[config.mk]
export PLATFORM = sky130hd
export DESIGN_NAME = bfp_probe
export DESIGN_NICKNAME = d
export VERILOG_FILES = /design/src/sv/bfp_pkg.sv /design/src/sv/bfp_probe.sv
export SDC_FILE = /design/constraint.sdc
export NUM_CORES = 1
export LEC_CHECK = 0
export ABC_AREA = 1
export CORE_MARGIN = 1
export CORE_UTILIZATION = 36
export CTS_CLUSTER_SIZE = 28
export DETAILED_ROUTE_END_ITERATION = 7
export DONT_BUFFER_PORTS = 1
export GPL_TIMING_DRIVEN = 0
export PLACE_DENSITY_LB_ADDON = 0.3
export SYNTH_ARGS = -nofsm -noshare
export SYNTH_HDL_FRONTEND = slang
export SYNTH_SLANG_ARGS = --single-unit
export TNS_END_PERCENT = 30
[constraint.sdc]
create_clock -name clk_i -period 4.6 [get_ports clk_i]
set_input_delay 0.46 -clock clk_i [delete_from_list [all_inputs] [get_ports clk_i]]
set_output_delay 0.46 -clock clk_i [all_outputs]
set_load 0.02 [all_outputs]
[src/sv/bfp_pkg.sv]
// Package for the two-probe Bloom filter: op codes, hash constant, sizing limits.
// No dependencies; imported by bfp_probe and bloom_filter_two_probe_top.
package bfp_pkg;

  // Command codes carried on op_i
  typedef enum logic [1:0] {
    OP_CLEAR  = 2'd0,
    OP_INSERT = 2'd1,
    OP_QUERY  = 2'd2
  } op_e;

  // Golden-ratio multiplier for the second probe
  localparam logic [63:0] ProbeMult = 64'h9e37_79b9_7f4a_7c15;

  // Smallest filter: 2^12 bits, i.e. 64 words
  localparam int unsigned MinLog2 = 12;

  // Default word depth of the filter memory
  localparam int unsigned DefMaxWords = 256;

  // Reset value of the size register
  localparam logic [3:0] SizeLog2Reset = 4'd12;

endpackage

[src/sv/bfp_probe.sv]
// Probe unit: derives the two bit positions from a 64-bit key hash.
// Depends on bfp_pkg (ProbeMult). Results are registered on load_i.
module bfp_probe
  import bfp_pkg::*;
#(
  parameter int unsigned PW = 14
) (
  input  logic          clk_i,
  input  logic          load_i,
  input  logic [63:0]   hash_i,
  input  logic [PW-1:0] mask_i,
  output logic [PW-1:0] b1_o,
  output logic [PW-1:0] b2_o
);

  // Only the low PW bits of the product survive the mask, so a PW x PW multiply does
  localparam logic [PW-1:0] MultLo = ProbeMult[PW-1:0];

  logic [2*PW-1:0] prod_full;
  logic [PW-1:0]   b1_d, b2_d;
  logic [PW-1:0]   b1_q, b2_q;

  assign prod_full = (2*PW)'(hash_i[PW-1:0]) * (2*PW)'(MultLo);

  // Probe one: hash masked; probe two: high half xor product, masked
  assign b1_d = hash_i[PW-1:0] & mask_i;
  assign b2_d = (hash_i[PW+31:32] ^ prod_full[PW-1:0]) & mask_i;

  always_ff @(posedge clk_i) begin
    if (load_i) begin
      b1_q <= b1_d;
      b2_q <= b2_d;
    end
  end

  assign b1_o = b1_q;
  assign b2_o = b2_q;

endmodule

==> run metrics <==
core area=6832 um^2; largest family of logic cells by synthesized area=adder cells; top post-synthesis cells by area=edfxtp_1, ha_1, inv_1, nand2_1, fa_1; die area=approximately 7400 um^2; number of synthesized register bits=28; Setup violations, final=0; row cnt=30; largest net degree at the start of global routing=29; Post-synth EDFFs=28; RSZ-0062 raised after global routing=false; Mapped Area=2546 um^2; Final ANT Viol Nets=0; complex-gate fraction of the synthesized area=4.619%; via/cell ratio=4.498; TritonCTS clock tree=built; VDD IR max=between 0.0001 and 0.00015 V; yosys warns=0; Post-DP HPWL=4.253 mm; Num CTS Buffers=3; sequential fraction of the synthesis area=between 30% and 40%; hold buffers post-CTS=0; mux cell area share after synthesis=0%; placed cell count=399; critical path launch point type=primary input; Syn Nets=436; GR peak layer=met2; Async S/R FF share, synth=0%; Critical path destination=b2_o[13]$_DFFE_PP_; met1 Resource Use GR=approximately 18%; Max Fclk=0.2698 GHz; crit path launch=hash_i[8]; worst slew pin tran=0.2818 ns; number of top-level pins=around 110; worst path required time=around 4.6 ns; CTS resizes=0; fin crit share=80.59%; Final Wtd Congestion=0.8491; # DRC=0; Routed WL=approximately 5 mm; H-tree depth=1; post-synthesis xor/xnor area fraction=3.096%; Simple-Gate Fraction of Synth Area=around 18%; Area growth, synth to finish=6.339%; GRT Util Overall=14.47%; Vias=1,808; total power per unit cell area=367.3 nW/um^2; routing usage on met3=3.657%; clock sinks=28; count leader, synth=inv_1; global route overflow=0; initial antenna violation count=0; root buf cell=clkbuf_8; Mapped Cells=303; met2 usage=between 20% and 30%; post-synth top area share=33.02%; WP data arrival=3.74 ns; first-pass GRT wire length=approximately 8 mm; Setup CP Type=primary input to flip-flop; syn_area_per_cell=~8.4 um^2; leading area contributor after synthesis=edfxtp_1; status=finished, final reports clean; post-synthesis adder-cell area fraction=between 20% and 30%; Antenna diodes=0; headroom to the max-slew limit=81.22%; Routed WL per cell=12.39 um; Max Fanout on Critical Path=3; final-report max-slew violation count=0; commonest cells in the netlist=inv_1, nand2_1, ha_1; setup bufs post-CTS=0; port bufs=0; max-cap viol count=0; Synth cell types=21; Main synth FF type=edfxtp_1; Starting Density=37.27%; Clock transition at path regs=0.10 ns; final-layout fill cell count=about 730; Leakage Power=1.487 nW; Die Wd=86.10 um; layout cell share with drive strength beyond 1=1.634%; Critical Path End Type=flip-flop; final non-filler cell total=402; Die H=86.10 um; endpoints failing hold=0; Min Clock Period, post-route=roughly 3.7 ns; Final TNS setup=0 ns; Hold WC Path Type=primary input to flip-flop; Final nets=441; DRT iter0 DRCs=roughly 50; drt pass-1 iters=4; CTS Buffer Depth=2; vias in the first global route=1,732
-- worst min-delay path by stage --
| stage | from | endpoint | depth (start not counted) |
|---|---|---|---|
| after global placement | load_i | b1_o[9]$_DFFE_PP_ | 0 |
| after floorplan | load_i | b1_o[0]$_DFFE_PP_ | 0 |
| after CTS | load_i | b1_o[10]$_DFFE_PP_ | 0 |
| after global routing | load_i | b2_o[10]$_DFFE_PP_ | 0 |
| final | load_i | b1_o[9]$_DFFE_PP_ | 0 |
| after detailed placement | load_i | b1_o[10]$_DFFE_PP_ | 0 |
-- kinds of logic (layout without fill, tap and decap cells) --
family	Yosys count	count (layout)
compound gates	20	20
xor+xnor	9	9
fa+ha+maj	53	53
buf+inv	80	83
flops	28	28
simple gates	113	113
-- metrics by stage --
stage                     total power (W)  instance area [um^2]  hold slack (ns)  util [%]  setup slack, ns
final                           0.0009945                  2708           0.2847     39.63           0.8931
after global routing             0.001097                  2708           0.2646     39.63           0.7479
after CTS                        0.001007                  2708           0.2780     39.63           0.8640
after detailed placement        0.0008673                  2666           0.5740     39.03           0.5802
after global placement          0.0008567                  2666           0.5740     39.03           0.5714
after floorplan                 0.0007735                  2546           0.5725         -           0.8629
-- worst max-delay path: stages --
cell and delay, ns:
ha_1 0.30, ha_1 0.31, fa_1 0.49, inv_1 0.05
fa_1 0.48, fa_1 0.55, inv_1 0.04, ha_1 0.34
a21oi_1 0.16, a21boi_0 0.19, nand3_1 0.17, nand3_1 0.13
a21oi_1 0.07
-- power by group --
part | switching (W) | internal (W)
registers | 0.0000553 | 0.000330
clock network | 0.0000789 | 0.0000590
logic | 0.000277 | 0.000194
total | 0.000411 | 0.000584
-- sequential cells by signal, indices dropped and copies added (netlist names) --
register  flops
b1_o         14
b2_o         14
-- layout make-up --
class | instances | area (um^2) | share of cell area (%)
Multi-Input combinational cell | 195 | 1405 | 51.89
Sequential cell | 28 | 840.8 | 31.05
Inverter | 80 | 300.3 | 11.09
Tap cell | 96 | 120.1 | 4.436
Clock buffer | 3 | 41.29 | 1.525
-- layer usage --
layer  up-vias  part of all wire, %
met5         -                    0
met4         0                  1.4
met3         4                  6.2
met2        41                   49
met1       811                   44
li1        952                    -
-- cell usage in the layout, fill, tap and decap left out, drive strengths merged --
master,n
a21boi,3
a21oi,11
and3,1
clkbuf,3
edfxtp,28
fa,11
ha,42
inv,80
nand2,66
nand3,12
nand3b,2
nand4,4
nor2,26
nor3,1
o21a,1
o21ai,5
or2,1
xnor2,6
xor2,3
Power figures use the tool's default switching activity.
